<file path="src/sv/bktx_ram.sv">
// ----------------------------------------------------------------------------
// bktx_ram : generic simple dual-port RAM
// One write port, one read port, registered read data, no reset of contents.
// ----------------------------------------------------------------------------
module bktx_ram #(
    parameter int WIDTH = 8,
    parameter int DEPTH = 16
) (
    input  logic                     i_clk,
    input  logic                     i_we,
    input  logic [$clog2(DEPTH)-1:0] i_waddr,
    input  logic [WIDTH-1:0]         i_wdata,
    input  logic [$clog2(DEPTH)-1:0] i_raddr,
    output logic [WIDTH-1:0]         o_rdata
);

    logic [WIDTH-1:0] r_mem [DEPTH];
    logic [WIDTH-1:0] r_rdata;

    always_ff @(posedge i_clk) begin
        if (i_we) begin
            r_mem[i_waddr] <= i_wdata;
        end
        r_rdata <= r_mem[i_raddr];
    end

    assign o_rdata = r_rdata;

endmodule

</file>
<file path="config.mk">
export PLATFORM = sky130hd
export DESIGN_NAME = bktx_ram
export DESIGN_NICKNAME = d
export VERILOG_FILES = /design/src/sv/bktx_ram.sv
export SDC_FILE = /design/constraint.sdc
export NUM_CORES = 1
export LEC_CHECK = 0
export BUFFER_PORTS_ARGS = -buffer_cell sky130_fd_sc_hd__buf_2
export CAP_MARGIN = 20
export CORE_ASPECT_RATIO = 0.8
export CORE_MARGIN = 5
export CORE_UTILIZATION = 30
export DETAILED_ROUTE_END_ITERATION = 6
export GPL_TIMING_DRIVEN = 0
export PLACE_DENSITY = 0.45
export SETUP_SLACK_MARGIN = 0.2
export SLEW_MARGIN = 20
export SYNTH_ARGS = -nofsm -noshare
export SYNTH_HDL_FRONTEND = slang
export SYNTH_SLANG_ARGS = --single-unit
</file>
<file path="constraint.sdc">
create_clock -name i_clk -period 3.9 [get_ports i_clk]
set_clock_uncertainty 0.2 [all_clocks]
set_input_delay 0.195 -clock i_clk [delete_from_list [all_inputs] [get_ports i_clk]]
set_output_delay 0.195 -clock i_clk [all_outputs]
set_load 0.005 [all_outputs]
</file>
## Word level (Yosys, flattened, before mapping)

Memory sizes are Yosys's and may differ from the RTL's. A register that Yosys moved wholly into a read port is not among the register bits.
Index checks and enable logic that the tools add are counted.

- Multiplexer cells: 2

Operators with widths:

| kind | count |
|---|---|
| 1-bit two-way mux | 2 |

- Bits in registers: 0
- Memories: 1
- RAM bits: 128

Memories:

| memory | words | width | read ports | clocked after memory_dff | write ports | RTL line | RTL |
|---|---|---|---|---|---|---|---|
| r_mem | 16 | 8 | 1 | 1 | 1 | 17 | `logic [WIDTH-1:0] r_mem [DEPTH];` |

## Depth between registers and ports, before layout

Gate-level depths: netlist of the first run.

- Depth after elaboration: 2
- Depth in mapped cells: 5
- Gate-level depth less buffers: 3

## Least setup slack after synthesis of the first run

Ideal clock, no wire load.

- Path kind: input -> register
- From: in i_waddr[2]
- To: mem r_mem[0][0], enable pin
- Setup time: 0.383 ns
- Buffers on the path: 0
- Setup slack: 2.012 ns
- Required time: 3.317 ns
- Stages: 2
- Arrival time: 1.305 ns
- Cell sequence: or3b_2 > nor3_1

RTL lines:

| what | RTL line | RTL |
|---|---|---|
| from (decl) | 11 | `input logic [$clog2(DEPTH)-1:0] i_waddr,` |
| to (decl) | 17 |  |

Straight into the memory's write port.

## Worst setup path after layout of the first run

- From: in i_waddr[2]
- To: mem r_mem[3][4], enable pin

Straight into the memory's write port.

==> results.md, run 1 <==
- Outcome: completed
- CTS tree: built
- Final total power: 0.00345 W
- Max Root-Sink Buffers: 2
- Die ar.: 19900 µm²
- Total CTS buffers: 17
- Final setup violation count: 0
- Detailed placement HPWL: 7230 µm
- Hold Crit Start: i_wdata[5]
- Die Wd: 156 µm
- Fin crit share: 44.0%
- Sequential-to-total area share from yosys stat: 77.8%
- Fillers: 1527
- Post-route cell area: 6200 µm²
- WP data required: 3.73 ns
- DRT antenna net count: 0
- Crit path time final: 1.72 ns
- Starting density of the core: 30.8%
- Detailed Route Iter0 Violations: 114
- Rel. slew slack: 40.4%
- N_diodes: 0
- Core area: 16700 µm²
- Net count reported at finish: 293
- DR vias: 2380
- DP Area: 5560 µm²
- Max Fclk: 582 MHz
- Grt ovf: 0
- WS Path Type: input port to flip-flop
- Final hold slack: 0.00475 ns
- Startpoint types: input port
- Synth warn: 0
- CP startpoint: i_waddr[2]
- Worst Path Max Fanout: 8
- Mapped Area: 5150 µm²
- Mean Syn Cell Area: 22.5 µm²
- CTS Sinks: 136
- Setup Buffers After CTS: 0
- Power per Cell Area: 556 nW/µm²
- Max Cap Viol: 0
- Synth Register Bits: 136
- CP max stage delay: 0.70 ns
- CTS root buf: clkbuf_16
- Wire per inst: 21.7 µm
- Area grow syn2layout: 20.5%
- Hold Path Class: input port to flip-flop
- Worst Tran Pin Value: 0.890 ns
- Buffers on Ports: 24
- Clock latency on the worst-skew pair: 0.41 ns
- Number of global-route vias before repair: 2523
- Mapped Cells: 229
- Standard-cell rows: 42
- Slowest CP cell: nor2_1
- Fraction of layout cells with a size suffix above 1: 29.9%
- GRT Total Usage: 11.8%
- Reg clk slew, reported paths: 0.06 ns
- Post-synthesis cell type count: 19
- Worst VDD drop: 345 µV
- Syn_nets: 247
- RSZ-0062 raised after global routing: false
- Register area: 4000 µm²
- Largest net degree at the start of global routing: 17
- Htree depth: 4
- Detail-routed via count per cell: 4.69
- Crit Reg-Reg Startpoint: r_mem[10][1]
- Area of the multi-input gates: 1080 µm²
- Number of iterations in the first detailed-routing pass: 4
- TNS Setup: 0 ns
- Chip height: 127 µm
- Critical path, cell by cell: buf_2, or3b_2, nor2_1
- Arrival time at the worst endpoint: 1.54 ns
- Number of primary I/O pins: 26
- Global-route wire length before repair: 16500 µm
- Pins Over Slew Limit: 0
- Antenna violations before repair: 0
- CP Capture Type: flip-flop
- DRC: 0
- Leakage: 2.04 nW
- GPL Wtd Cong: 0.721
- Hold Vio Cnt, Final: 0
- Drt total wl: 11000 µm
-- sequential cells by signal, summed over array words and instances, names as in the netlist --
register and cells:
o_rdata 8, r_mem 128
-- worst paths after layout --
path                                     end  slack, ns  cells past startpoint
worst min-delay path            r_mem[12][5]      0.005                      1
worst max register to register    o_rdata[1]       2.29                      3
worst min register to register    o_rdata[2]       0.49                      3
worst max-delay path             r_mem[3][4]       2.18                      3
-- layer usage --
metal | vias up | share of wire, % | global-route usage [%] | wire, µm
met2 | 48 | 47 | 17.9 | 5190
li1 | 1066 | - | - | -
met5 | - | 0 | 0 | 0
met1 | 1255 | 47 | 16.9 | 5190
met4 | 0 | 0.92 | 3.37 | 101
met3 | 11 | 4.8 | 2.94 | 527
-- kinds of logic after synthesis --
group,share of synthesized area (%)
buffers and inverters,1.68
DFF,77.8
muxes,15.0
and+or+nand+nor,3.18
AOI/OAI and AO/OA,2.33
-- synth_stat cells --
cell type	count	share of area (%)
or3b_2	1	0.17
nand2b_1	2	0.24
nor2_1	13	0.95
nand3_1	1	0.097
buf_6	3	0.66
and2b_1	1	0.15
and2_1	1	0.12
clkdlybuf4s25_2	3	0.58
nand3b_1	2	0.29
dfxtp_1	8	3.1
nand2_1	9	0.66
mux4_2	18	7.9
buf_4	1	0.15
nor3_1	4	0.39
nor2b_1	1	0.12
edfxtp_1	128	75
mux4_1	14	7.1
buf_2	3	0.29
a22oi_1	16	2.3
-- power by group --
group	switching, W	internal, W
logic	0.0000960	0.0000670
registers	0.00000709	0.00163
clock network	0.000582	0.00107
-- cells in the final DEF, fill, tap and decap left out --
master             n
buf_6              3
nor3_2             4
a22oi_1           16
or3b_2             1
nand3_1            1
nand2b_1           2
nand3b_1           2
and2_1             1
buf_2             27
clkinv_1           1
nand2_1            9
clkdlybuf4s25_2    3
mux4_2            18
clkinv_2           3
dfxtp_1            8
clkbuf_16         17
and2b_1            1
dlygate4sd3_1      3
mux4_1            14
clkinvlp_4         4
buf_4              1
inv_6              1
nor2b_1            1
clkbuf_1           2
bufinv_16          4
nor2_1            13
edfxtp_1         128
-- final cells by class --
type / instances / area share [%]
well taps: 220 / 4.44
flip-flops and latches: 136 / 64.5
multi-input cells: 83 / 17.4
clock buffers: 19 / 6.98
clock inverters: 13 / 2.86
plain buffers: 10 / 1.39
repair buffers: 27 / 2.42
-- through the flow --
step                      utilization (%)  std cells  worst slack [ns]
final                                37.1        508              2.18
after global routing                 37.1        508              2.10
after CTS                            37.1        508              2.19
after detailed placement             33.3        473              1.77
after global placement               33.2        473              1.30
after floorplan                         -        229              2.01
-- worst max-delay path: cells and delay by family --
family	cells	cell delay, ns
buffers and inverters	1	0.11
AND/OR/NAND/NOR	2	1.23
-- repair_timing --
item / CTS / global route
resized for setup: 0 / 0
hold endpoints to repair: 28 / 0
hold buffers: 3 / 0
No activity file was read; power rests on OpenSTA's default activity.
==> run 2, diff against run 1 <==
==> constraint.sdc (replaced) <==
create_clock -name i_clk -period 1.8 [get_ports i_clk]
set_clock_uncertainty 0.2 [all_clocks]
set_input_delay 0.09 -clock i_clk [delete_from_list [all_inputs] [get_ports i_clk]]
set_output_delay 0.09 -clock i_clk [all_outputs]
set_load 0.005 [all_outputs]
==> results.md, run 2 (synthesized netlist as in run 1, its figures left out) <==
- Drt total wl: 11300 µm (+2.6%)
- CTS Sinks: 136 (unchanged)
- Most common cell after layout, fill and taps aside: edfxtp_1
- Htree depth: 4 (unchanged)
- GPL Wtd Cong: 0.742 (+2.9%)
- Arrival time at the worst endpoint: 1.66 ns (+0.12 ns)
- Net count reported at finish: 301 (+2.7%)
- Total CTS buffers: 17 (unchanged)
- Detail-routed via count per cell: 4.63 (-1.3%)
- Met3 usage in global routing: 3.79% (+0.85 points)
- Crit Reg-Reg Startpoint: r_mem[1][5]
- Largest Register: r_mem
- CTS tree: built
- WP data required: 1.89 ns (-1.84 ns)
- Starting density of the core: 30.8% (unchanged)
- Post-route worst setup slack: 0.236 ns (-1.95 ns)
- Leakage: 2.07 nW (+1.6%)
- DRC: 0 (unchanged)
- Violated checks: negative hold slack
- Final setup violation count: 0 (unchanged)
- Met1 Resource Use GR: 17.4% (+0.52 points)
- CP startpoint: r_mem[1][5]
- Crit path time final: 1.56 ns
- Wire per inst: 21.9 µm (+1.1%)
- Worst Tran Pin Value: 0.837 ns (-0.0537 ns)
- Rel. slew slack: 44.0% (+3.6 points)
- DR vias: 2387 (+0.29%)
- GRT Total Usage: 12.1% (+0.31 points)
- Sw power: 0.00149 W (+120%)
- Pins Over Slew Limit: 0 (unchanged)
- Post-Place Worst Slack: -0.297 ns (-2.06 ns)
- Clock Power Share: 47.5% (-0.2 points)
- Post-route cell area: 6310 µm² (+1.8%)
- Switch share: 19.9% (+0.088 points)
- DP Area: 5560 µm² (unchanged)
- Global-route wire length before repair: 16700 µm (+1.3%)
- Outcome: complete, but fails checks
- CP Capture Type: flip-flop
- Combinational Power Share: 5.1% (+0.4 points)
- Die Wd: 156 µm (unchanged)
- Detailed placement HPWL: 7270 µm (+0.52%)
- Core area: 16700 µm² (unchanged)
- GRT met2 Usage: 17.5% (-0.38 points)
- Antenna violations before repair: 0 (unchanged)
- Startpoint types: flip-flop
- Buffers on Ports: 24 (unchanged)
- Hold Path Class: input port to flip-flop
- Standard-cell rows: 42 (unchanged)
- RSZ-0062 raised after global routing: false
- DRT antenna net count: 0 (unchanged)
- Chip height: 127 µm (unchanged)
- Max reg flops: 128 (unchanged)
- Grt ovf: 0 (unchanged)
- CTS root buf: clkbuf_16
- Worst VDD drop: 630 µV (+83%)
- Largest net degree at the start of global routing: 17 (unchanged)
- Fraction of layout cells with a size suffix above 1: 33.4% (+3.6 points)
- Max Cap Viol: 0 (unchanged)
- Fin crit share: 86.9%
- Number of global-route vias before repair: 2492 (-1.2%)
- Clock latency on the worst-skew pair: 0.41 ns (about the same)
- Max Root-Sink Buffers: 2 (unchanged)
- Hold Vio Cnt, Final: 8 (+8)
- Final hold slack: -0.0174 ns (-0.0221 ns)
- Leading cell types in the layout, fill and taps excluded: edfxtp_1 (128), buf_2 (27), mux4_2 (21)
- WS Path Type: flip-flop to flip-flop
- Die ar.: 19900 µm² (unchanged)
- Max Fclk: 639 MHz
- Number of primary I/O pins: 26 (unchanged)
- Worst Path Max Fanout: 1 (-7)
- Hold Crit Start: i_waddr[0]
- GRT Max-Usage Layer: met2
- Reg clk slew, reported paths: 0.06 ns (about the same)
- Detailed Route Iter0 Violations: 218 (+91%)
- Number of iterations in the first detailed-routing pass: 4 (unchanged)
- N_diodes: 0 (unchanged)
- Area grow syn2layout: 22.7%
- Setup Buffers After CTS: 0 (unchanged)
- Power per Cell Area: 1190 nW/µm² (+110%)
- Int Power: 0.00600 W (+120%)
- Reg power frac: 47.4% (-0.2 points)
run 2: cell count changes in the layout (fill, tap and decap cells not counted), sizes merged:
cell	before	now
dlygate4sd3	3	11
clkinv	4	6
clkinvlp	4	3
clkbuf	19	18
run 2: through the flow:
stage,TNS (ns),std cells,power (W),hold slack (ns),utilization [%]
floorplan,0,229,0.00380,-0.0111,-
global placement,-15.66,473,0.00398,0.271,33.2
detailed placement,-8.24,473,0.00398,0.275,33.3
CTS,0,516,0.00759,0.00318,37.8
global route,0,516,0.00778,0.00916,37.8
finish,0,516,0.00750,-0.0174,37.8
run 2: power groups by stage:
stage / Combinational, W / Clock, W / Sequential [W]
2_1_floorplan: 0.000180 / 0 / 0.00362
3_3_place_gp: 0.000356 / 0 / 0.00362
3_5_place_dp: 0.000360 / 0 / 0.00362
4_1_cts: 0.000387 / 0.00364 / 0.00356
5_1_grt: 0.000414 / 0.00381 / 0.00356
6_report: 0.000383 / 0.00356 / 0.00356
run 2: what timing repair did:
action	CTS	global route
resized for setup	7	6
hold buffers	11	0
endpoints found under the hold margin	129	0
setup endpoints to repair	28	12
run 2: metal layers:
metal	part of all wire, %	wire (µm)	up-vias
li1	-	-	1080
met1	49	5530	1267
met2	47	5290	38
met3	4.0	456	2
met4	0.29	33	0
met5	0	0	-
run 2: final cells by class:
type                            instances  area [µm²]
Fill cell                            1536       10400
Clock buffer                           18         429
Timing Repair Buffer                   35         230
Multi-Input combinational cell         83        1110
Clock inverter                         14         180
Sequential cell                       136        4000
Buffer                                 10        86.3
Tap cell                              220         275
run 2: path summary, 6_finish.rpt:
check | end | slack (ns) | cells past startpoint
setup / recovery | o_rdata[5] | 0.24 | 3
setup reg to reg | o_rdata[5] | 0.24 | 3
hold reg to reg | o_rdata[6] | 0.49 | 3
hold / removal | r_mem[0][7] | -0.02 | 2
run 2: worst max-delay path, cell delays in order (launching register included):
cell	delay (ns)
edfxtp_1	0.35
mux4_1	0.54
a22oi_1	0.28
nand2_1	0.08
==> run 3, diff against run 2 <==
--- a/config.mk
+++ b/config.mk
@@ -10,6 +10,7 @@
 export CORE_ASPECT_RATIO = 0.8
 export CORE_MARGIN = 5
 export CORE_UTILIZATION = 30
+export CTS_BUF_LIST = sky130_fd_sc_hd__clkbuf_2 sky130_fd_sc_hd__clkbuf_4 sky130_fd_sc_hd__clkbuf_8
 export DETAILED_ROUTE_END_ITERATION = 6
 export GPL_TIMING_DRIVEN = 0
 export PLACE_DENSITY = 0.45
==> results.md, run 3 (synthesized netlist as in run 1, its figures left out) <==
- WS Path Type: flip-flop to flip-flop
- TNS Setup: 0 ns (unchanged)
- Number of primary I/O pins: 26 (unchanged)
- Antenna violations before repair: 0 (unchanged)
- DRT antenna net count: 0 (unchanged)
- DRC: 0 (unchanged)
- DP Area: 5560 µm² (unchanged)
- Buffers on Ports: 24 (unchanged)
- Number of iterations in the first detailed-routing pass: 4 (unchanged)
- Chip height: 127 µm (unchanged)
- Global-route wire length before repair: 16700 µm (-0.17%)
- Fraction of layout cells with a size suffix above 1: 34.2% (+0.79 points)
- GPL Wtd Cong: 0.742 (unchanged)
- Worst Path Max Fanout: 1 (unchanged)
- Fin crit share: 86.5% (-0.38 points)
- Hold Path Class: input port to flip-flop
- Clock latency on the worst-skew pair: 0.44 ns (+0.03 ns)
- Setup Buffers After CTS: 0 (unchanged)
- Number of global-route vias before repair: 2463 (-1.2%)
- Final hold slack: -0.0266 ns (-0.00925 ns)
- Die ar.: 19900 µm² (unchanged)
- Drt total wl: 11300 µm (about the same)
- Max reg flops: 128 (unchanged)
- Max Root-Sink Buffers: 2 (unchanged)
- CTS root buf: clkbuf_8
- Final total power: 0.00659 W (-12%)
- Largest Register: r_mem
- Reg clk slew, reported paths: 0.08 ns (+0.02 ns)
- Die Wd: 156 µm (unchanged)
- Leading cell types in the layout, fill and taps excluded: edfxtp_1 (128), buf_2 (27), mux4_2 (22)
- Outcome: complete, but fails checks
- WP data required: 1.93 ns (+0.04 ns)
- Arrival time at the worst endpoint: 1.69 ns (+0.03 ns)
- Wire per inst: 21.9 µm (+0.11%)
- Largest net degree at the start of global routing: 17 (unchanged)
- Final setup violation count: 0 (unchanged)
- Leakage: 1.98 nW (-4.6%)
- Grt ovf: 0 (unchanged)
- Post-CTS Hold Fix Bufs: 10 (-1)
- GRT Total Usage: 12.0% (-0.094 points)
- Total CTS buffers: 17 (unchanged)
- Post-route cell area: 6110 µm² (-3.3%)
- Core area: 16700 µm² (unchanged)
- Worst VDD drop: 455 µV (-28%)
- Htree depth: 4 (unchanged)
- CTS tree: built
- CP Capture Type: flip-flop
- Hold Vio Cnt, Final: 32 (+24)
- Fillers: 1556 (+1.3%)
- Detail-routed via count per cell: 4.56 (-1.4%)
- Startpoint types: flip-flop
- Detailed placement HPWL: 7270 µm (unchanged)
- Crit path time final: 1.56 ns (-0.00685 ns)
- Most common cell after layout, fill and taps aside: edfxtp_1
- N_diodes: 0 (unchanged)
- Starting density of the core: 30.8% (unchanged)
- CTS Sinks: 136 (unchanged)
- Rel. slew slack: 44.1% (+0.10 points)
- Pins Over Slew Limit: 0 (unchanged)
- Violated checks: negative hold slack
- Max Fclk: 642 MHz (+0.44%)
- Standard-cell rows: 42 (unchanged)
- RSZ-0062 raised after global routing: false
- Area grow syn2layout: 18.6%
- Detailed Route Iter0 Violations: 220 (+0.92%)
- Power per Cell Area: 1080 nW/µm² (-9.1%)
- Max Cap Viol: 0 (unchanged)
- DR vias: 2350 (-1.6%)
- Net count reported at finish: 300 (-0.33%)
- Worst Tran Pin Value: 0.835 ns (-0.00154 ns)
## run 3: cell count changes in the layout (fill, tap and decap cells not counted), sizes merged
cell,previous run,this run
dlygate4sd3,11,10
## run 3: final timing paths
path / start / cells past startpoint / slack (ns) / to
min reg2reg: r_mem[13][3] / 3 / 0.50 / o_rdata[3]
max: r_mem[1][5] / 3 / 0.24 / o_rdata[5]
min: i_waddr[0] / 2 / -0.03 / r_mem[8][3]
max reg2reg: r_mem[1][5] / 3 / 0.24 / o_rdata[5]
## run 3: worst max-delay path, stage by stage, from the launching register on
cell and delay (ns):
edfxtp_1 0.36, mux4_1 0.54, a22oi_1 0.28, nand2_1 0.08
## run 3: layout make-up
cell class,instances,area [µm²],share of cell area (%)
clock buffers,18,241,3.95
multi-input cells,83,1100,18.0
flip-flops and latches,136,4000,65.6
repair buffers,34,220,3.61
clock inverters,14,180,2.95
well taps,220,275,4.51
plain buffers,10,86.3,1.41
## run 3: power by group
group / switching [W] / internal [W]
Clock: 0.00115 / 0.00151
Combinational: 0.000219 / 0.000160
Sequential: 0.0000167 / 0.00354
Total: 0.00138 / 0.00521
## run 3: per-stage QoR
stage	instances	hold slack, ns	setup WS, ns	utilization (%)
2_1_floorplan	229	-0.0111	0.244	-
3_3_place_gp	473	0.271	-0.396	33.2
3_5_place_dp	473	0.275	-0.297	33.3
4_1_cts	515	-0.0309	0.187	36.6
5_1_grt	515	-0.00989	0.206	36.5
6_report	515	-0.0266	0.242	36.5
## run 3: routing by layer
metal / track usage [%] / wire length (µm) / vias to the layer above
met5: 0 / 0 / -
met4: 3.47 / 148 / 0
met3: 3.79 / 602 / 11
met2: 17.2 / 5110 / 50
met1: 17.5 / 5430 / 1219
li1: - / - / 1070
## run 3: timing repair
item	4_1_cts	5_1_grt
pin swaps	0	0
endpoints found under the setup margin	18	12
endpoints found under the hold margin	162	8
cloned	0	0
gates resized for setup	7	6
