`config.mk`:
```
export PLATFORM = sky130hd
export DESIGN_NAME = bktx_step
export DESIGN_NICKNAME = d
export VERILOG_FILES = /design/src/sv/bktx_pkg.sv /design/src/sv/bktx_step.sv
export SDC_FILE = /design/constraint.sdc
export NUM_CORES = 1
export LEC_CHECK = 0
export BUFFER_PORTS_ARGS = -buffer_cell sky130_fd_sc_hd__buf_2
export CAP_MARGIN = 30
export CORE_UTILIZATION = 42
export DETAILED_ROUTE_END_ITERATION = 10
export PLACE_DENSITY = 0.8
export SKIP_LAST_GASP = 1
export SYNTH_ARGS = -nofsm -noshare
export SYNTH_HDL_FRONTEND = slang
export SYNTH_SLANG_ARGS = --single-unit
export TNS_END_PERCENT = 10
```
`constraint.sdc`:
```
create_clock -name vclk -period 4.25
set_clock_uncertainty 0.1 [all_clocks]
set_input_delay 0.6375 -clock vclk [all_inputs]
set_output_delay 0.6375 -clock vclk [all_outputs]
set_load 0.01 [all_outputs]
```
`src/sv/bktx_pkg.sv`:
```
// ----------------------------------------------------------------------------
// bktx_pkg : shared types and constants for the trie k-th largest XOR block
// Key and store sizing, word formats, status codes and the sequencer states.
// ----------------------------------------------------------------------------
package bktx_pkg;

    localparam int KEY_BITS   = 32;
    localparam int MAX_KEYS   = 1024;

    // one root plus at most KEY_BITS new nodes per key
    localparam int NODE_COUNT = MAX_KEYS * KEY_BITS + 1;
    localparam int NODE_AW    = $clog2(NODE_COUNT);
    localparam int CNT_W      = $clog2(MAX_KEYS + 1);
    localparam int LVL_W      = (KEY_BITS > 1) ? $clog2(KEY_BITS) : 1;

    localparam int VALUE_W    = 32;
    localparam int RANK_W     = 11;
    localparam int STATUS_W   = 2;

    localparam logic OP_INSERT = 1'b0;
    localparam logic OP_QUERY  = 1'b1;

    localparam logic [STATUS_W-1:0] ST_OK   = 2'd0;
    localparam logic [STATUS_W-1:0] ST_RANK = 2'd1;
    localparam logic [STATUS_W-1:0] ST_FULL = 2'd2;

    typedef struct packed {
        logic               operation;
        logic [VALUE_W-1:0] value;
        logic [RANK_W-1:0]  rank;
    } t_in;

    typedef struct packed {
        logic [VALUE_W-1:0]  xor_result;
        logic [STATUS_W-1:0] status;
    } t_out;

    // one node word: both child links and the key counts beneath each child
    typedef struct packed {
        logic [NODE_AW-1:0] child_one;
        logic [NODE_AW-1:0] child_zero;
        logic [CNT_W-1:0]   count_one;
        logic [CNT_W-1:0]   count_zero;
    } t_node;

    localparam int NODE_W = $bits(t_node);

    // what one trie level decides
    typedef struct packed {
        logic [NODE_AW-1:0] next_node;
        t_node              node_wr;
        logic               alloc;
        logic               take;
        logic               next_fresh;
        logic [CNT_W-1:0]   left;
    } t_step;

    typedef enum logic [1:0] {
        S_IDLE,
        S_WALK,
        S_DONE
    } t_state;

endpackage

```
`src/sv/bktx_step.sv`:
```
// ----------------------------------------------------------------------------
// bktx_step : one trie level, shared by insert and query
// Picks the child, allocates on insert, compares and subtracts the rank.
// ----------------------------------------------------------------------------
module bktx_step (
    input  bktx_pkg::t_node                   i_node,
    input  logic                              i_fresh,
    input  logic                              i_query,
    input  logic                              i_kbit,
    input  logic [bktx_pkg::CNT_W-1:0]        i_left,
    input  logic [bktx_pkg::NODE_AW-1:0]      i_nodes_used,
    output bktx_pkg::t_step                   o_step
);

    bktx_pkg::t_node                  node;
    logic [bktx_pkg::NODE_AW-1:0]     near_link;
    logic [bktx_pkg::NODE_AW-1:0]     far_link;
    logic [bktx_pkg::NODE_AW-1:0]     new_node;
    logic [bktx_pkg::CNT_W-1:0]       far_cnt;
    logic                             absent;
    logic                             take;

    // a freshly allocated node has never been written: it reads as empty
    assign node      = i_fresh ? '0 : i_node;
    assign near_link = i_kbit ? node.child_one : node.child_zero;
    assign far_link  = i_kbit ? node.child_zero : node.child_one;
    assign far_cnt   = i_kbit ? node.count_zero : node.count_one;
    assign absent    = (near_link == '0);
    assign new_node  = bktx_pkg::NODE_AW'(i_nodes_used + 1'b1);
    assign take      = (far_cnt >= i_left);

    always_comb begin
        o_step            = '0;
        o_step.node_wr    = node;
        if (i_query) begin
            o_step.take      = take;
            o_step.next_node = take ? far_link : near_link;
            o_step.left      = take ? i_left : bktx_pkg::CNT_W'(i_left - far_cnt);
        end else begin
            o_step.alloc      = absent;
            o_step.next_fresh = absent;
            o_step.next_node  = absent ? new_node : near_link;
            o_step.left       = i_left;
            if (i_kbit) begin
                o_step.node_wr.child_one = o_step.next_node;
                o_step.node_wr.count_one = bktx_pkg::CNT_W'(node.count_one + 1'b1);
            end else begin
                o_step.node_wr.child_zero = o_step.next_node;
                o_step.node_wr.count_zero = bktx_pkg::CNT_W'(node.count_zero + 1'b1);
            end
        end
    end

endmodule

```
**Word level (Yosys, flattened, before mapping)**

Cells that the tools add are included.

- $lt $le $gt $ge: 1
- Muxes and demuxes: 16
- $add $sub $neg: 4
- Reduce and logical (&&, ||, !) cells: 1

Operators by type and width:

| operator | number |
|---|---|
| 16-bit 2-to-1 mux | 7 |
| 11-bit 2-to-1 mux | 5 |
| 55-bit 2-to-1 mux | 1 |
| 54-bit 2-to-1 mux | 1 |
| 11-bit by 1-bit adder with 11-bit output (second input constant) | 2 |
| 16-bit by 1-bit adder with 16-bit output (second input constant) | 1 |
| 16-bit zero test | 1 |
| 11-bit >= comparator | 1 |
| 11-bit subtractor | 1 |
| 1-bit 2-to-1 mux | 2 |

- Output and inout port bits: 84
- Flip-flop bits (word level): 0

**Longest topological paths before layout**

Gate-level depths: netlist (run 1).

- Depth after elaboration: 6
- Depth in mapped cells: 14
- Mapped depth without buffers: 11

**Worst setup path before layout (run 1)**

Ideal clock, no wire load.

- Path type: input port to output port
- From: input i_kbit
- To: output o_step[68] (netlist bit)
- Arrival time: 3,426 ps
- Buffers on the path: 3
- Stages: 12
- Slack: 87 ps
- Cell sequence: buf_2 > buf_2 > buf_2 > mux2i_1 > or2_2 > ha_1 > a21oi_1 > a21oi_2 > o311ai_4 > a31oi_2 > or4_1 > o311ai_1

RTL lines:

| element | RTL line | RTL |
|---|---|---|
| start, declared | bktx_step.sv:9 | `input logic i_kbit,` |
| end, declared | bktx_step.sv:12 | `output bktx_pkg::t_step o_step` |

==> run_results.csv, run 1 <==
group,metric,value,unit
power,pwr-share-comb,1.000,
yosys,syn_area,0.00289,mm^2
yosys,ys_seq_area_frac,0,
yosys,synth_top_family_by_area,"simple AND/OR/NAND/NOR gates",
routing,ant_nets,0,
routing,drt-total-wl,11100,um
yosys,synthMuxAreaShare,0.0801,
power,cellPowerDensity,139,mW/mm^2
setup_path,cp-end-kind,"output port",
sta,slew_headroom,0.489,
floorplanning,pin_count,168,
global_routing,grt.total_usage,0.290,
sta,post-route-period-util,0.966,
yosys,synth_xor_area_frac,0.124,
routing,post_drt_wl_per_cell,16.4,um
yosys,synth_area_leader_cell,"xor2_1",
routing,drc,9,
finish,seq_area,0,um^2
floorplanning,num_rows,29,
setup_path,cp_slowest_cell,"or4_1",
floorplanning,dieArea,0.00722,mm^2
floorplanning,initial_core_util,0.445,
sta,setup_tns,0,ps
global_routing,grt_pass1_vias,3533,
yosys,synth_cell_types,60,
setup_path,path_cells,"clkbuf_4 -> mux2i_1 -> or2_2 -> ha_1 -> a211oi_1 -> nor2_1 -> o311ai_4 -> a31oi_2 -> or4_1 -> o311ai_1 -> buf_2",
yosys,synth_top_area_frac,0.0788,
floorplanning,chipHeight,85.0,um
sta,worst_slack,146,ps
finish,antenna_cells_inserted,0,
finish,area_growth,31.3,%
power,ir_drop,0.0637,mV
placed_design,placed_cell_area,0.00379,mm^2
sta,slew_viol_final,0,
worst_hold_path,min-delay-start,"i_left[9]",
sta,clock.fmax,0.244,GHz
outcome,status,"complete, but fails checks",
routing,vias,4018,
global_routing,grt_pass1_wl,17300,um
placed_design,hpwlAfterDp,8900,um
yosys,synth_fa_ha_area_frac,0.0675,
global_routing,antenna_found_initial,0,
sta,hold_violations,0,
power,p_leak,0.00189,uW
yosys,syn_nets,551,
power,p_clk_frac,0,
power,intPower,219,uW
yosys,synth.avg_cell_area,6.40,um^2
placed_design,io_buffer_count,168,
yosys,synthCells,452,
setup_path,required,3510,ps
finish,layout-drive-gt1-share,0.342,
finish,finalNetCount,703,
global_routing,grt-ovfl-total,0,
global_routing,grt_max_degree,38,
worst_hold_path,min_path_type,"in -> out",
setup_path,critPathArrivalTime,3370,ps
power,switching_share,0.585,
floorplanning,die_w,85.0,um
finish,clockBufferCount,0,
worst_hold_path,hold-path-cell-count,3,
sta,tightest_slew,764,ps
sta,finalWorstPathRequiredPeriod,4100,ps
floorplanning,core_area,0.00649,mm^2
finish,multi_input_area,0.00264,mm^2
finish,final_area,0.00380,mm^2
sta,rsz0062_at_grt,"false",
routing,initialDrtViolationCount,311,
finish,final_util,0.584,
power,power_frac_seq,0,
setup_path,critPathLaunchType,"input pin",
placed_design,place_congestion,0.946,
worst_hold_path,hold_end,"o_step[9]",
yosys,synth_compound_area_frac,0.283,
yosys,ys_top_cells_by_area,"xor2_1 (7.9%), mux2i_1 (7.6%), nand2_1 (7.4%)",
yosys,yosysWarnings,0,
setup_path,worstPathMaxFanout,13,
yosys,yosys.area_share.simple,0.359,
outcome,violations,"DRC",
power,switching_power,309,uW
finish,fillers,695,
routing,viasPerCell,5.92,
cts,postCtsHoldBufs,0,
sta,setup_viol,0,
setup_path,worstSetupPathType,"in -> out",
routing,dr.pass1.iters,8,
setup_path,slowest_delay,520,ps
finish,seq_cells,0,
placed_design,dp_slack,103,ps
sta,timing.hold.ws,1480,ps
job,drv_cap,0,
## power groups by stage
| stage | Clock (uW) | Combinational [uW] | Sequential, uW |
|---|---|---|---|
| CTS | 0 | 522 | 0 |
| global route | 0 | 573 | 0 |
| floorplan | 0 | 318 | 0 |
| detailed placement | 0 | 518 | 0 |
| finish | 0 | 528 | 0 |
| global placement | 0 | 514 | 0 |
## routing by layer
layer	vias up	global-route usage	wire, um
li1	1957	-	-
met1	1829	0.421	5050
met2	210	0.471	4950
met3	22	0.0224	951
met4	0	0.0508	167
met5	-	0	0
## worst max-delay path by stage
stage                start    endpoint  slack [ps]  depth (start not counted)
floorplan           i_kbit  o_step[68]          90                         12
global placement    i_kbit  o_step[81]         190                         11
detailed placement  i_kbit  o_step[81]         100                         11
CTS                 i_kbit  o_step[81]          90                         11
global route        i_kbit  o_step[81]         0.3                         11
finish              i_kbit  o_step[81]         150                         11
## through the flow
step / power [uW] / cells
after floorplan: 318 / 452
after global placement: 514 / 679
after detailed placement: 518 / 679
after CTS: 522 / 679
after global routing: 573 / 679
final: 528 / 679
## worst max-delay path: cells and delay by family
family	cells	cell delay [ps]
adders and majority gates	1	320
AOI/OAI and AO/OA	4	940
and+or+nand+nor	3	940
muxes	1	140
buffers and inverters	2	400
## what timing repair did
item                       4_1_cts  5_1_grt
setup endpoints to repair        0        7
buffers inserted                 0        0
resized for setup                0        2
## layout by cell type (no fill, tap or decap), types with 2 or more instances in the layout
cell         n
a211o_1      4
a21o_1       4
a21oi_1     14
a311oi_2     2
a31oi_1      3
a41oi_1      2
and3_1       6
and4_1       4
buf_2      167
buf_4       16
ha_1        14
inv_1       25
mux2i_1     22
nand2_1     57
nand2b_1    12
nand3_1     16
nand3b_1    13
nand4_1     16
nor2_1      30
nor2b_1      7
nor3_1       7
nor4_1       8
o21a_1       2
o21ai_0     29
o21ai_1      4
o221ai_1     5
o22a_1       9
o22ai_1     19
o2bb2ai_1    2
o311ai_1     3
or2_2       11
or3_1        2
or4_1        3
xnor2_1     15
xor2_1      26
## cells by family (layout without fill, tap and decap cells)
logic type,count (synthesis),after routing
xor+xnor,41,41
fa+ha+maj,15,15
buf+inv,59,209
simple gates,198,198
mux,23,23
compound gates,116,116
## synthesized netlist by cell type, types with 6 or more instances
| cell | count |
|---|---|
| nand4_1 | 16 |
| nand2_1 | 57 |
| xnor2_1 | 15 |
| inv_1 | 25 |
| o21ai_0 | 30 |
| nand3_1 | 16 |
| a21oi_1 | 14 |
| mux2i_1 | 22 |
| nor4_1 | 8 |
| xor2_1 | 26 |
| nand2b_1 | 12 |
| o22a_1 | 9 |
| nor2b_1 | 7 |
| nor3_1 | 7 |
| and3_1 | 6 |
| nand3b_1 | 13 |
| buf_2 | 10 |
| clkbuf_1 | 20 |
| or2_2 | 11 |
| o22ai_1 | 19 |
| nor2_1 | 30 |
| ha_1 | 14 |
## final cells by class
cell class | instances | share of cell area
tap | 77 | 0.0254
multi-input combinational | 393 | 0.696
timing repair buffer | 184 | 0.254
inverter | 25 | 0.0247
No activity file was read; power rests on OpenSTA's default activity.
==> inputs of run 2 (changes only) <==
Settings changed: CELL_PAD_IN_SITES_DETAIL_PLACEMENT set to 1, CELL_PAD_IN_SITES_GLOBAL_PLACEMENT set to 1, CORE_UTILIZATION 42 to 27, PLACE_DENSITY 0.8 to not set, PLACE_DENSITY_LB_ADDON set to 0.1.
==> run_results.csv, run 2 (synthesis results as in run 1) <==
group,metric,value,unit
global_routing,grt_pass1_vias,3942,
routing,dr.pass1.iters,4,
floorplanning,core_area,0.0104,mm^2
sta,tightest_slew,694,ps
floorplanning,dieArea,0.0111,mm^2
placed_design,placed_cell_area,0.00391,mm^2
global_routing,grt.total_usage,0.232,
floorplanning,pin_count,168,
global_routing,grt-ovfl-total,0,
sta,clock.fmax,0.246,GHz
sta,setup_viol,0,
worst_hold_path,min_path_type,"in -> out",
sta,finalWorstPathRequiredPeriod,4070,ps
cts,post_cts_buffers,0,
sta,slew_headroom,0.537,
setup_path,required,3510,ps
global_routing,grt_pass1_wl,21200,um
placed_design,place_congestion,0.865,
power,cellPowerDensity,139,mW/mm^2
routing,drc,0,
finish,layout.cells.most_common,"buf_2",
setup_path,worstPathMaxFanout,7,
floorplanning,initial_core_util,0.279,
placed_design,hpwlAfterDp,11100,um
cts,postCtsHoldBufs,0,
routing,post_drt_wl_per_cell,17.6,um
floorplanning,num_rows,37,
setup_path,worstSetupPathType,"in -> out",
placed_design,dpl.cell_count,744,
job,drv_cap,0,
routing,viasPerCell,5.36,
placed_design,io_buffer_count,168,
setup_path,critPathLaunchType,"input pin",
power,p_leak,0.00192,uW
global_routing,antenna_found_initial,1,
sta,hold_violations,0,
setup_path,critPathArrivalTime,3330,ps
global_routing,grt_max_degree,58,
sta,rsz0062_at_grt,"false",
routing,vias,3990,
power,power,543,uW
finish,area_growth,35.4,%
setup_path,cp-end-kind,"output port",
finish,layout-drive-gt1-share,0.349,
finish,most-common-layout-cells,"buf_2 (168), nand2_1 (57), o21ai_0 (30), nor2_1 (30), xor2_1 (26)",
routing,initialDrtViolationCount,190,
routing,ant_nets,0,
finish,seq_area,0,um^2
finish,fin_cells,745,
finish,seq_cells,0,
floorplanning,die_w,105,um
finish,final_util,0.378,
power,ir_drop,0.0450,mV
routing,drt-total-wl,13100,um
finish,final_area,0.00392,mm^2
floorplanning,chipHeight,105,um
sta,slew_viol_final,0,
sta,setup_tns,0,ps
sta,post-route-period-util,0.958,
finish,clockBufferCount,0,
finish,finalNetCount,709,
outcome,status,"completed",
-- run 2: changes by cell type in the layout (fill, tap and decap cells not counted), sizes merged --
cell    previous run  this run
clkbuf             1         0
diode              0         1
buf              183       190
-- run 2: routing by layer --
layer,GRT usage,vias to the layer above,routed length (um)
met2,0.382,132,6000
met4,0.0221,0,93
met1,0.332,1887,6270
met5,0,-,0
met3,0.0284,8,758
li1,-,1963,-
-- run 2: critical path, cell delays in order --
cell	delay (ps)
buf_2	190
buf_4	200
mux2i_1	90
or2_2	280
ha_1	330
nand4_2	110
or2_4	310
o21a_1	240
nor4_2	390
nor2_1	80
o311ai_1	280
buf_2	190
-- run 2: where the power goes --
| part | switching [uW] | total (uW) | internal (uW) |
|---|---|---|---|
| logic | 318 | 543 | 224 |
| clock network | 0 | 0.0000314 | 0.0000314 |
| registers | 0 | 0 | 0 |
-- run 2: cell type report --
cell class         count  area [um^2]
inverters             25         93.8
multi-input cells    393         2640
repair buffers       190         1010
fillers             1426         6450
diodes                 1         2.50
well taps            136          170
-- run 2: final timing paths --
| check | from | end | slack (ps) | depth (start not counted) |
|---|---|---|---|---|
| worst max-delay path | i_kbit | o_step[69] | 180 | 12 |
| worst min-delay path | i_left[5] | o_step[5] | 1480 | 4 |
-- run 2: metrics by stage --
stage                     hold slack (ps)  setup slack (ps)
after floorplan                      1270              87.0
final                                1480               180
after CTS                            1490               191
after global placement               1490               254
after global routing                 1520             0.909
after detailed placement             1490               199
-- run 2: what timing repair did --
item	in CTS	in global routing
endpoints found under the hold margin	0	0
resized for setup	0	0
endpoints found under the setup margin	0	1
==> inputs of run 3 (changes only) <==
Settings changed: ABC_AREA set to 1.
==> run_results.csv, run 3 <==
group,metric,value,unit
finish,layout.cells.most_common,"nand2_1",
placed_design,place_congestion,0.831,
sta,hold_violations,0,
routing,vias,5201,
finish,layout-drive-gt1-share,0.217,
power,power_frac_seq,0,
floorplanning,chipHeight,118,um
yosys,synth.avg_cell_area,4.62,um^2
floorplanning,pin_count,168,
outcome,status,"completed",
yosys,synth_top_family_by_area,"simple AND/OR/NAND/NOR gates",
finish,antenna_cells_inserted,0,
power,power,580,uW
finish,clockBufferCount,0,
finish,seq_area,0,um^2
yosys,syn_area,0.00361,mm^2
job,drv_cap,0,
finish,multi_input_area,0.00302,mm^2
setup_path,critPathArrivalTime,3220,ps
yosys,yosysWarnings,0,
sta,slew_viol_final,0,
sta,post-route-period-util,0.930,
global_routing,antenna_found_initial,0,
setup_path,slowest_delay,440,ps
routing,drc,0,
power,pwr-share-comb,1.000,
setup_path,critPathLaunchType,"input pin",
sta,setup_tns,0,ps
global_routing,grt_max_degree,34,
routing,viasPerCell,4.73,
floorplanning,initial_core_util,0.282,
routing,dr.pass1.iters,4,
finish,fillers,1935,
worst_hold_path,min_path_type,"in -> out",
setup_path,required,3510,ps
setup_path,worst-path-buf-inv,4,
setup_path,worstPathMaxFanout,17,
sta,clock.fmax,0.253,GHz
global_routing,grt-ovfl-total,0,
yosys,ys_top_cells_by_area,"nand2_1 (32%), nand3_1 (16%), inv_1 (11%)",
finish,finalNetCount,1028,
sta,finalWorstPathRequiredPeriod,3950,ps
global_routing,grt.total_usage,0.225,
yosys,synth_fa_ha_area_frac,0.0541,
yosys,synth_compound_area_frac,0.0686,
setup_path,worstSetupPathType,"in -> out",
yosys,syn_nets,880,
power,ir_drop,0.0427,mV
yosys,synth_xor_area_frac,0.0849,
sta,slew_headroom,0.553,
sta,rsz0062_at_grt,"false",
floorplanning,num_rows,41,
routing,drt-total-wl,15700,um
finish,seq_cells,0,
global_routing,grt_pass1_wl,25800,um
setup_path,path_cells,"buf_2 -> inv_2 -> nand2_1 -> nand2_1 -> o21ai_0 -> ha_1 -> nand2_1 -> o21ai_2 -> nand3_1 -> nand3_2 -> buf_4 -> nand3_1 -> nand2_1 -> nand2_1 -> nand2_1 -> buf_2",
setup_path,cp-end-kind,"output port",
yosys,yosys.area_share.simple,0.628,
yosys,synth_common_cells,"nand2_1 (306), nand3_1 (119), inv_1 (106), nor2_1 (82), o21ai_0 (28)",
routing,post_drt_wl_per_cell,14.3,um
cts,postCtsHoldBufs,0,
floorplanning,dieArea,0.0138,mm^2
yosys,synthCells,781,
placed_design,hpwlAfterDp,12600,um
finish,area_growth,27.3,%
yosys,synth_area_leader_cell,"nand2_1",
yosys,synth_top_area_frac,0.318,
power,intPower,210,uW
power,p_clk_frac,0,
floorplanning,core_area,0.0128,mm^2
sta,tightest_slew,666,ps
finish,most-common-layout-cells,"nand2_1 (306), buf_2 (168), nand3_1 (119)",
routing,initialDrtViolationCount,286,
setup_path,cp_slowest_cell,"ha_1",
yosys,yosysMostFrequentCell,"nand2_1",
setup_path,crit_family,"simple AND/OR/NAND/NOR gates",
sta,setup_viol,0,
global_routing,grt_pass1_vias,4994,
power,cellPowerDensity,126,mW/mm^2
power,p_leak,0.00296,uW
yosys,synth_cell_types,31,
placed_design,io_buffer_count,168,
power,switching_power,370,uW
routing,ant_nets,0,
yosys,synthMuxAreaShare,0,
power,switching_share,0.638,
yosys,ys_seq_area_frac,0,
floorplanning,die_w,118,um
setup_path,crit_top_cell,"nand2_1",
[run 3: cell count changes after synthesis, sizes merged, moves of 13 or more]
cell,previous run,this run
mux2i,22,0
inv,25,108
o22ai,19,0
nand3,16,120
or2,13,0
nor2,30,84
nand2,57,315
[run 3: timing repair]
action / in CTS / in global routing
gates resized for setup: 0 / 1
endpoints found under the setup margin: 0 / 11
buffers inserted: 0 / 0
[run 3: final cells by class]
cell class,count,share of cell area
multi-input cells,635,0.658
repair buffers,182,0.206
inverters,110,0.0898
well taps,172,0.0468
[run 3: power groups by stage]
stage	sequential (uW)	clock (uW)	combinational, uW
floorplan	0	0	364
global placement	0	0	580
detailed placement	0	0	583
CTS	0	0	586
global route	0	0	654
finish	0	0	580
[run 3: path summary, 6_finish.rpt]
check  cells past startpoint  slack [ps]         end       from
max                       16         300  o_step[70]    i_fresh
min                        4        1490   o_step[4]  i_left[4]
[run 3: cells by family (layout without fill, tap and decap cells)]
family | after synthesis | after routing
AND/OR/NAND/NOR | 539 | 539
buffers and inverters | 146 | 292
AO/OA/AOI/OAI | 46 | 46
XOR/XNOR | 35 | 35
adder cells (fa/ha/maj) | 15 | 15
[run 3: per-stage QoR]
stage          cells  hold WS [ps]  setup slack, ps  area [um^2]   util
2_1_floorplan    781          1310              456         3610      -
3_3_place_gp    1099          1480              306         4600  0.358
3_5_place_dp    1099          1490              260         4600  0.358
4_1_cts         1099          1490              257         4600  0.358
5_1_grt         1099          1520             33.2         4600  0.358
6_report        1099          1490              296         4600  0.358
[run 3: routing by layer]
layer	GRT usage	share of wire
met1	0.337	0.50
met2	0.368	0.44
met4	0.0112	0.0045
met5	0	0
met3	0.00969	0.054
[run 3: worst min-delay path, delay by kind of cell]
kind,cells,cell delay (ps)
compound gates,1,50
buf+inv,2,210
simple gates,1,50
